==> src/design/cfla_pkg.sv <==
`timescale 1ns / 1ps
// ----------------------------------------------------------------------------
// cfla_pkg: shared types and constants for the chunk free-list allocator
// Request and response payloads, configuration, controller commands and
// datapath status.
// ----------------------------------------------------------------------------
package cfla_pkg;

	typedef enum logic [1:0] {
		OP_ACQUIRE = 2'd0,
		OP_RELEASE = 2'd1,
		OP_LOCATE  = 2'd2,
		OP_FORMAT  = 2'd3
	} op_t;

	typedef enum logic [1:0] {
		ST_OK        = 2'd0,
		ST_EMPTY     = 2'd1,
		ST_BAD       = 2'd2,
		ST_NONE_HELD = 2'd3
	} status_t;

	typedef enum logic [1:0] {
		OWN_BEFORE = 2'd0,
		OWN_INSIDE = 2'd1,
		OWN_AFTER  = 2'd2
	} owner_t;

	typedef enum logic [2:0] {
		S_IDLE,
		S_PREP,
		S_EVAL,
		S_DIV,
		S_REL,
		S_FMT,
		S_FINISH
	} state_t;

	localparam logic [1:0] REG_BASE_ADDRESS = 2'd0;
	localparam logic [1:0] REG_NUM_BLOCKS   = 2'd1;
	localparam logic [1:0] REG_BLOCK_SIZE   = 2'd2;

	localparam int unsigned ADDR_W  = 32;
	localparam int unsigned IDX_W   = 8;
	localparam int unsigned SIZE_W  = 16;
	localparam int unsigned SPAN_W  = IDX_W + SIZE_W;
	localparam int unsigned DCNT_W  = $clog2(SPAN_W + 1);

	typedef struct packed {
		op_t               op;
		logic [ADDR_W-1:0] address;
	} req_t;

	typedef struct packed {
		status_t           status;
		logic [ADDR_W-1:0] block_address;
		owner_t            owner;
		logic [IDX_W-1:0]  free_count;
	} rsp_t;

	typedef struct packed {
		logic [ADDR_W-1:0] base_address;
		logic [IDX_W-1:0]  num_blocks;
		logic [SIZE_W-1:0] block_size;
	} cfg_t;

	typedef struct packed {
		logic    capture;
		logic    prep;
		logic    acq_commit;
		logic    rel_commit;
		logic    div_init;
		logic    div_step;
		logic    fmt_init;
		logic    fmt_step;
		logic    fmt_commit;
		logic    locate;
		logic    set_status;
		status_t status;
		logic    out_load;
	} cmd_t;

	typedef struct packed {
		op_t  op;
		logic empty;
		logic out_range;
		logic full;
		logic div_last;
		logic rem_nz;
		logic sweep_done;
	} sts_t;

endpackage

==> src/design/cfla_ctrl.sv <==
`timescale 1ns / 1ps
// ----------------------------------------------------------------------------
// cfla_ctrl: allocator sequencer
// Steps one request through prepare, evaluate, divide or sweep, and hands
// the result to the response register.
// ----------------------------------------------------------------------------
module cfla_ctrl (
	input  logic            clk,
	input  logic            arst_n,
	input  logic            req_valid,
	output logic            req_ready,
	output logic            rsp_valid,
	input  logic            rsp_ready,
	input  cfla_pkg::sts_t  sts,
	output cfla_pkg::cmd_t  cmd
);
	import cfla_pkg::*;

	state_t state_q, state_d;
	logic   out_valid_q;

	always_ff @(posedge clk or negedge arst_n) begin
		if (!arst_n) begin
			state_q     <= S_IDLE;
			out_valid_q <= 1'b0;
		end else begin
			state_q <= state_d;
			if (cmd.out_load) begin
				out_valid_q <= 1'b1;
			end else if (rsp_ready) begin
				out_valid_q <= 1'b0;
			end
		end
	end

	assign req_ready = (state_q == S_IDLE);
	assign rsp_valid = out_valid_q;

	always_comb begin
		state_d = state_q;
		unique case (state_q)
			S_IDLE: begin
				if (req_valid) state_d = S_PREP;
			end
			S_PREP: state_d = S_EVAL;
			S_EVAL: begin
				unique case (sts.op)
					OP_RELEASE: state_d = sts.out_range ? S_FINISH : S_DIV;
					OP_FORMAT:  state_d = S_FMT;
					default:    state_d = S_FINISH;
				endcase
			end
			S_DIV: begin
				if (sts.div_last) state_d = S_REL;
			end
			S_REL: state_d = S_FINISH;
			S_FMT: begin
				if (sts.sweep_done) state_d = S_FINISH;
			end
			S_FINISH: begin
				if (!out_valid_q || rsp_ready) state_d = S_IDLE;
			end
			default: state_d = S_IDLE;
		endcase
	end

	always_comb begin
		cmd        = '0;
		cmd.status = ST_OK;
		unique case (state_q)
			S_IDLE: cmd.capture = req_valid;
			S_PREP: cmd.prep = 1'b1;
			S_EVAL: begin
				unique case (sts.op)
					OP_ACQUIRE: begin
						if (sts.empty) begin
							cmd.set_status = 1'b1;
							cmd.status     = ST_EMPTY;
						end else begin
							cmd.acq_commit = 1'b1;
						end
					end
					OP_RELEASE: begin
						if (sts.out_range) begin
							cmd.set_status = 1'b1;
							cmd.status     = ST_BAD;
						end else begin
							cmd.div_init = 1'b1;
						end
					end
					OP_LOCATE: cmd.locate   = 1'b1;
					OP_FORMAT: cmd.fmt_init = 1'b1;
					default: ;
				endcase
			end
			S_DIV: cmd.div_step = 1'b1;
			S_REL: begin
				if (sts.rem_nz) begin
					cmd.set_status = 1'b1;
					cmd.status     = ST_BAD;
				end else if (sts.full) begin
					cmd.set_status = 1'b1;
					cmd.status     = ST_NONE_HELD;
				end else begin
					cmd.rel_commit = 1'b1;
				end
			end
			S_FMT: begin
				if (sts.sweep_done) begin
					cmd.fmt_commit = 1'b1;
				end else begin
					cmd.fmt_step = 1'b1;
				end
			end
			S_FINISH: cmd.out_load = !out_valid_q || rsp_ready;
			default: ;
		endcase
	end

endmodule

==> src/design/cfla_dpath.sv <==
`timescale 1ns / 1ps
// ----------------------------------------------------------------------------
// cfla_dpath: allocator datapath
// Link memory, head and free count, range arithmetic, restoring divider
// for release offsets, format sweep counter and the response register.
// ----------------------------------------------------------------------------
module cfla_dpath #(
	parameter int unsigned MAX_BLOCKS = 255
) (
	input  logic           clk,
	input  logic           arst_n,
	input  cfla_pkg::cfg_t cfg,
	input  cfla_pkg::req_t req,
	input  cfla_pkg::cmd_t cmd,
	output cfla_pkg::sts_t sts,
	output cfla_pkg::rsp_t rsp
);
	import cfla_pkg::*;

	localparam int unsigned AW = (MAX_BLOCKS > 1) ? $clog2(MAX_BLOCKS) : 1;
	localparam logic [IDX_W-1:0] MAX_IDX = IDX_W'(MAX_BLOCKS);

	logic [IDX_W-1:0]  link_mem [MAX_BLOCKS];

	op_t               op_q;
	logic [ADDR_W-1:0] addr_q;
	logic [IDX_W-1:0]  head_q;
	logic [IDX_W-1:0]  free_q;
	logic [ADDR_W:0]   offset_q;
	logic [SPAN_W-1:0] span_q;
	logic [SPAN_W-1:0] acq_prod_q;
	logic [IDX_W-1:0]  link_rd_q;
	logic [SIZE_W-1:0] rem_q;
	logic [SPAN_W-1:0] quo_q;
	logic [DCNT_W-1:0] div_cnt_q;
	logic [IDX_W-1:0]  fmt_cnt_q;
	status_t           res_status_q;
	logic [ADDR_W-1:0] res_baddr_q;
	owner_t            res_owner_q;
	rsp_t              rsp_q;

	logic [SIZE_W-1:0] eff_size;
	logic [SIZE_W:0]   trial;
	logic              trial_ge;
	logic [IDX_W-1:0]  rel_idx;
	logic              mem_we;
	logic [AW-1:0]     mem_wa;
	logic [IDX_W-1:0]  mem_wd;
	logic              below;

	assign eff_size = (cfg.block_size == '0) ? SIZE_W'(1) : cfg.block_size;
	assign below    = offset_q[ADDR_W];
	assign trial    = {rem_q, quo_q[SPAN_W-1]};
	assign trial_ge = trial >= {1'b0, eff_size};
	assign rel_idx  = quo_q[IDX_W-1:0];

	assign sts.op         = op_q;
	assign sts.empty      = (free_q == '0);
	assign sts.out_range  = below || (offset_q[ADDR_W-1:0] >= ADDR_W'(span_q));
	assign sts.full       = (free_q >= cfg.num_blocks);
	assign sts.div_last   = (div_cnt_q == DCNT_W'(1));
	assign sts.rem_nz     = (rem_q != '0);
	assign sts.sweep_done = (fmt_cnt_q >= cfg.num_blocks) || (fmt_cnt_q >= MAX_IDX);

	always_comb begin
		mem_we = 1'b0;
		mem_wa = fmt_cnt_q[AW-1:0];
		mem_wd = fmt_cnt_q + IDX_W'(1);
		if (cmd.rel_commit) begin
			mem_we = (rel_idx < MAX_IDX);
			mem_wa = rel_idx[AW-1:0];
			mem_wd = head_q;
		end else if (cmd.fmt_step) begin
			mem_we = 1'b1;
		end
	end

	always_ff @(posedge clk) begin
		if (mem_we) link_mem[mem_wa] <= mem_wd;
		if (cmd.prep) link_rd_q <= link_mem[head_q[AW-1:0]];
	end

	// control state
	always_ff @(posedge clk or negedge arst_n) begin
		if (!arst_n) begin
			head_q    <= '0;
			free_q    <= '0;
			div_cnt_q <= '0;
			fmt_cnt_q <= '0;
		end else begin
			if (cmd.acq_commit) begin
				head_q <= (head_q >= MAX_IDX) ? '0 : link_rd_q;
				free_q <= free_q - IDX_W'(1);
			end else if (cmd.rel_commit) begin
				head_q <= rel_idx;
				free_q <= free_q + IDX_W'(1);
			end else if (cmd.fmt_commit) begin
				head_q <= '0;
				free_q <= cfg.num_blocks;
			end
			if (cmd.div_init) begin
				div_cnt_q <= DCNT_W'(SPAN_W);
			end else if (cmd.div_step) begin
				div_cnt_q <= div_cnt_q - DCNT_W'(1);
			end
			if (cmd.fmt_init) begin
				fmt_cnt_q <= '0;
			end else if (cmd.fmt_step) begin
				fmt_cnt_q <= fmt_cnt_q + IDX_W'(1);
			end
		end
	end

	// payload
	always_ff @(posedge clk) begin
		if (cmd.capture) begin
			op_q   <= req.op;
			addr_q <= req.address;
		end
		if (cmd.prep) begin
			offset_q     <= {1'b0, addr_q} - {1'b0, cfg.base_address};
			span_q       <= SPAN_W'(cfg.num_blocks) * SPAN_W'(eff_size);
			acq_prod_q   <= SPAN_W'(head_q) * SPAN_W'(eff_size);
			res_status_q <= ST_OK;
			res_baddr_q  <= '0;
			res_owner_q  <= OWN_BEFORE;
		end
		if (cmd.acq_commit) res_baddr_q <= cfg.base_address + ADDR_W'(acq_prod_q);
		if (cmd.set_status) res_status_q <= cmd.status;
		if (cmd.locate) begin
			if (below) begin
				res_owner_q <= OWN_BEFORE;
			end else if (sts.out_range) begin
				res_owner_q <= OWN_AFTER;
			end else begin
				res_owner_q <= OWN_INSIDE;
			end
		end
		if (cmd.div_init) begin
			rem_q <= '0;
			quo_q <= offset_q[SPAN_W-1:0];
		end else if (cmd.div_step) begin
			rem_q <= trial_ge ? SIZE_W'(trial - {1'b0, eff_size}) : trial[SIZE_W-1:0];
			quo_q <= {quo_q[SPAN_W-2:0], trial_ge};
		end
		if (cmd.out_load) begin
			rsp_q.status        <= res_status_q;
			rsp_q.block_address <= res_baddr_q;
			rsp_q.owner         <= res_owner_q;
			rsp_q.free_count    <= free_q;
		end
	end

	assign rsp = rsp_q;

endmodule

==> src/design/chunk_free_list_allocator.sv <==
`timescale 1ns / 1ps
// ----------------------------------------------------------------------------
// chunk_free_list_allocator: free-list allocator for one chunk of blocks
// Acquire, release, locate and format requests against a chunk of up to
// MAX_BLOCKS equal blocks, with an APB register port for the chunk layout.
//
//   channel  handshake               payload
//   req      req_valid / req_ready   req  (op, address)
//   rsp      rsp_valid / rsp_ready   rsp  (status, block_address, owner, free_count)
//   apb      psel, penable, pwrite   paddr, pwdata, prdata, pready
//
// One request at a time. Acquire, locate and a release outside the chunk pass
// through prepare and evaluate to the response register; a release inside
// the chunk also runs the 24-step restoring divider; format sweeps the links,
// one link write per cycle.
// A new request is taken while the previous response still waits.
// Reset clears head and free count; link memory is written by format.
// ----------------------------------------------------------------------------
module chunk_free_list_allocator #(
	parameter int unsigned MAX_BLOCKS = 255
) (
	input  logic           clk,
	input  logic           arst_n,
	input  logic           req_valid,
	output logic           req_ready,
	input  cfla_pkg::req_t req,
	output logic           rsp_valid,
	input  logic           rsp_ready,
	output cfla_pkg::rsp_t rsp,
	input  logic           psel,
	input  logic           penable,
	input  logic           pwrite,
	input  logic [3:0]     paddr,
	input  logic [31:0]    pwdata,
	output logic [31:0]    prdata,
	output logic           pready
);
	import cfla_pkg::*;

	cfg_t       cfg_q;
	cmd_t       cmd;
	sts_t       sts;
	logic [1:0] reg_idx;
	logic       wr_en;

	assign pready  = 1'b1;
	assign reg_idx = paddr[3:2];
	assign wr_en   = psel && penable && pwrite;

	always_ff @(posedge clk or negedge arst_n) begin
		if (!arst_n) begin
			cfg_q.base_address <= '0;
			cfg_q.num_blocks   <= 8'd255;
			cfg_q.block_size   <= 16'd1;
		end else if (wr_en) begin
			unique case (reg_idx)
				REG_BASE_ADDRESS: cfg_q.base_address <= pwdata;
				REG_NUM_BLOCKS:   cfg_q.num_blocks   <= pwdata[IDX_W-1:0];
				REG_BLOCK_SIZE:   cfg_q.block_size   <= pwdata[SIZE_W-1:0];
				default: ;
			endcase
		end
	end

	always_comb begin
		unique case (reg_idx)
			REG_BASE_ADDRESS: prdata = cfg_q.base_address;
			REG_NUM_BLOCKS:   prdata = 32'(cfg_q.num_blocks);
			REG_BLOCK_SIZE:   prdata = 32'(cfg_q.block_size);
			default:          prdata = '0;
		endcase
	end

	cfla_ctrl u_ctrl (
		.clk       (clk),
		.arst_n    (arst_n),
		.req_valid (req_valid),
		.req_ready (req_ready),
		.rsp_valid (rsp_valid),
		.rsp_ready (rsp_ready),
		.sts       (sts),
		.cmd       (cmd)
	);

	cfla_dpath #(
		.MAX_BLOCKS (MAX_BLOCKS)
	) u_dpath (
		.clk    (clk),
		.arst_n (arst_n),
		.cfg    (cfg_q),
		.req    (req),
		.cmd    (cmd),
		.sts    (sts),
		.rsp    (rsp)
	);

endmodule
==> config.mk <==
export PLATFORM = sky130hd
export DESIGN_NAME = chunk_free_list_allocator
export DESIGN_NICKNAME = d
export VERILOG_FILES = /design/src/design/cfla_pkg.sv /design/src/design/cfla_ctrl.sv /design/src/design/cfla_dpath.sv /design/src/design/chunk_free_list_allocator.sv
export SDC_FILE = /design/constraint.sdc
export NUM_CORES = 2
export LEC_CHECK = 0
export BUFFER_PORTS_ARGS = -buffer_cell sky130_fd_sc_hd__buf_2
export CORE_ASPECT_RATIO = 0.6
export CORE_MARGIN = 4
export CORE_UTILIZATION = 30
export DETAILED_ROUTE_END_ITERATION = 8
export GPL_ROUTABILITY_DRIVEN = 1
export HOLD_SLACK_MARGIN = 0.02
export PLACE_DENSITY = 0.55
export RECOVER_POWER = 50
export REMOVE_ABC_BUFFERS = 1
export SLEW_MARGIN = 20
export SYNTH_ARGS = -nofsm -noshare
export SYNTH_HDL_FRONTEND = slang
export SYNTH_SLANG_ARGS = --single-unit
==> constraint.sdc <==
create_clock -name clk -period 21.2 [get_ports clk]
set_clock_uncertainty 0.15 [all_clocks]
set_input_delay 3.18 -clock clk [delete_from_list [all_inputs] [get_ports clk]]
set_output_delay 3.18 -clock clk [all_outputs]
set_load 0.01 [all_outputs]
==> results.json <==
{
  "status": "complete, but fails checks",
  "violations": "capacitance limit, slew limit",
  "end_kind": "flop",
  "worstPathCellList": "clkinv_1 -> ha_1 -> nand4_1 -> inv_1 -> a211oi_1 -> o211ai_1 -> clkbuf_1 -> nor2_1 -> a21oi_4 -> clkbuf_1 -> buf_4",
  "place_ws_ns": 13.04,
  "fin_area_um2": 117400,
  "clk_pin_slew_ns": 0.07,
  "final_cell_count_no_fill": 10900,
  "drv_cap": 36,
  "synth_compound_area_share_pct": 3.200,
  "p_leak_nw": 38.48,
  "dr.pass1.iters": 7,
  "path_class": "flop to flop",
  "synth_common_cells": "edfxtp_1, mux4_2, nor2_1",
  "wl_per_cell_um": 25.57,
  "setup_viol": 0,
  "multi_input_area_um2": 31160,
  "ys_top_cells_by_area": "edfxtp_1, mux4_2, fa_1, ha_1, dfrtp_1",
  "drt_wl_total_um": 278500,
  "vias_per_cell": 5.089,
  "clk_path_buf_depth": 4,
  "tightestPinTransition_ns": 8.450,
  "antenna_found_initial": 32,
  "avgSynthCellArea_um2": 17.67,
  "clock_sinks": 2372,
  "gp_congestion": 0.8840,
  "fin_ws_ns": 7.856,
  "dieArea_um2": 356600,
  "tritoncts": "yes",
  "hold_path_class": "flop to flop",
  "grt_pass1_wl_um": 400800,
  "cp_slowest_cell": "clkbuf_1",
  "cts_setup_buffers": 0,
  "hpwl_um": 181600,
  "die_w_um": 768.3,
  "synth_top_area_share_pct": 65.43,
  "synthSimpleGateAreaFrac_pct": 5.010,
  "grt_pass1_vias": 54480,
  "die_y_um": 464.2,
  "synthesis.area_um2": 104000,
  "critPathRequiredTime_ns": 21.57,
  "clock_latency_ns": 0.92,
  "synth_xor_xnor_area_share_pct": 0.8671,
  "yosys_warnings": 0,
  "grt.total_usage_pct": 15.30,
  "cp.arrival_ns": 13.72,
  "synthMuxAreaShare_pct": 14.92,
  "port_buffers": 152,
  "seq_area_frac_synth_pct": 67.89,
  "peakVddDrop_uv": 210.9,
  "synth_top_family_by_area": "multiplexers",
  "netlist_instances": 5888,
  "synthFlopType": "edfxtp_1",
  "async_flop_share_pct": 3.752,
  "cts_hold_buf": 0,
  "synth_edf_count": 2267,
  "rows": 167,
  "place_inst": 10490,
  "placed_area_um2": 110500,
  "cp_top_family": "buffers and inverters",
  "synth_fa_ha_area_share_pct": 5.756,
  "crit_buf_inv": 5,
  "regArea_um2": 70650,
  "period_minus_slack_ns": 13.34,
  "maxSlewViolCount": 2336,
  "cts-root-buf": "clkbuf_16",
  "core_area_um2": 345200,
  "cts_resized": 0,
  "drive_gt1_share_pct": 19.59,
  "htreeDepth": 4,
  "finalPower_mw": 18.42,
  "critPathMaxStageDelay_ns": 5.87,
  "ant_nets": 0,
  "worstPathMaxFanout": 165,
  "fin_nets": 6517,
  "grt_overflow": 0,
  "rsz0062_at_grt": "no",
  "drc": 0,
  "fill_cells": 32650,
  "yosys.area.top_type": "edfxtp_1",
  "finalHoldViolCount": 0,
  "startpoint_type": "flop",
  "max_slew_margin_pct": -463.4,
  "cp_common_cell": "clkbuf_1",
  "yosysMostFrequentCell": "edfxtp_1",
  "r2r_slack_ns": 7.86,
  "cellPowerDensity_nw_per_um2": 156.9,
  "area_growth_pct": 12.86,
  "pin_count": 156,
  "max_freq_ghz": 0.07494,
  "synth.distinct_cells": 71,
  "grt_max_degree": 166,
  "finish.utilization_pct": 34.01,
  "start_util_pct": 30.14,
  "cts_inserted_buffers": 215,
  "drtIter0Drc": 6722,
  "synth_seq_cells": 2372,
  "routed-via-count": 55450,
  "period_share_pct": 62.94
}
## cells by family after synthesis
| kind of cell | after synthesis |
|---|---|
| XOR/XNOR | 103 |
| buffers and inverters | 620 |
| AO/OA/AOI/OAI | 532 |
| multiplexers | 729 |
| flip-flops | 2372 |
| other | 1 |
| adder cells (fa/ha/maj) | 376 |
| AND/OR/NAND/NOR | 1155 |
## cells in the final DEF, fill, tap and decap left out, types with 14 or more instances in the layout
| cell type | n |
|---|---|
| edfxtp_1 | 2267 |
| and2_1 | 113 |
| dfrtp_1 | 74 |
| xnor2_1 | 71 |
| nand4_1 | 24 |
| nand3_1 | 59 |
| clkbuf_1 | 114 |
| mux2i_1 | 42 |
| nor4_1 | 19 |
| nor2_1 | 499 |
| mux2_2 | 32 |
| o21a_1 | 25 |
| inv_1 | 316 |
| buf_2 | 104 |
| buf_4 | 52 |
| clkinvlp_4 | 15 |
| nor3_1 | 52 |
| o21ai_0 | 163 |
| clkbuf_16 | 216 |
| bufinv_16 | 31 |
| a21o_1 | 50 |
| a21oi_1 | 126 |
| nor2b_1 | 37 |
| dfxtp_1 | 16 |
| nand2_1 | 265 |
| a31oi_1 | 14 |
| nand2b_1 | 34 |
| xor2_1 | 32 |
| clkinv_1 | 49 |
| ha_1 | 205 |
| a211oi_1 | 21 |
| clkinv_2 | 45 |
| fa_1 | 171 |
| mux4_2 | 654 |
## power breakdown
group	switching [mW]	internal (mW)	leakage, nW	total (mW)
combinational	4.86	3.08	13.0	7.94
clock	1.80	2.26	3.50	4.07
sequential	0.261	6.15	22.0	6.42
total	6.92	11.5	38.5	18.4
## stage by stage
step | TNS, ns | hold WS [ns]
3_5_place_dp | 0 | 0.2556
3_3_place_gp | 0 | 0.2522
5_1_grt | 0 | 0.2775
4_1_cts | 0 | 0.2715
2_1_floorplan | -1680.23 | 0.2503
6_report | 0 | 0.2651
## per-layer routing
layer  wire length (um)  up-vias  GRT usage (%)
met5                 58        -              0
met1             135500    29550          24.98
met3              28450      324          4.507
li1                   -    23280              -
met2             110400     2285          19.85
met4               4132       10          2.504
## final timing paths
kind                       cells after the start              startpoint                       to
hold / removal                                 0  u_dpath.res_baddr_q[3]          u_dpath.rsp[13]
max in group asynchronous                      2                  arst_n        u_dpath.head_q[3]
setup / recovery                              11               cfg_q[19]  u_dpath.link_mem[74][7]
hold reg to reg                                0  u_dpath.res_baddr_q[3]          u_dpath.rsp[13]
min in group asynchronous                      1                  arst_n     u_dpath.div_cnt_q[1]
setup reg to reg                              11               cfg_q[19]  u_dpath.link_mem[74][7]
## state kept, by name, indices dropped and copies added (netlist names)
name                  flops
u_dpath.res_owner_q       2
u_dpath.head_q            8
u_dpath.offset_q         33
u_dpath.res_baddr_q      32
u_dpath.quo_q            24
u_dpath.fmt_cnt_q         8
u_ctrl.rsp_valid          1
u_dpath.addr_q           32
u_dpath.free_q            8
u_ctrl.state_q            3
u_dpath.op_q              2
u_dpath.rem_q            16
u_dpath.rsp              44
u_dpath.link_mem       2040
u_dpath.link_rd_q         8
u_dpath.res_status_q      2
u_dpath.div_cnt_q         5
cfg_q                    56
u_dpath.span_q           24
u_dpath.acq_prod_q       24
## area by class of cell
type | instances | share of cell area, %
flip-flops and latches | 2372 | 60.17
repair buffers | 248 | 1.139
multi-input cells | 2896 | 26.54
clock buffers | 243 | 4.690
clock inverters | 149 | 1.427
inverters | 331 | 1.060
well taps | 4647 | 4.952
diodes | 9 | 0.01918
## worst reg2reg max path, cell delays in order, from the launching register on
cell	delay, ns
dfstp_1	0.60
clkinv_1	0.71
ha_1	0.62
nand4_1	0.09
inv_1	0.06
a211oi_1	0.12
o211ai_1	0.19
clkbuf_1	2.37
nor2_1	0.38
a21oi_4	0.25
clkbuf_1	5.87
buf_4	1.52
No activity file was read; power rests on OpenSTA's default activity.
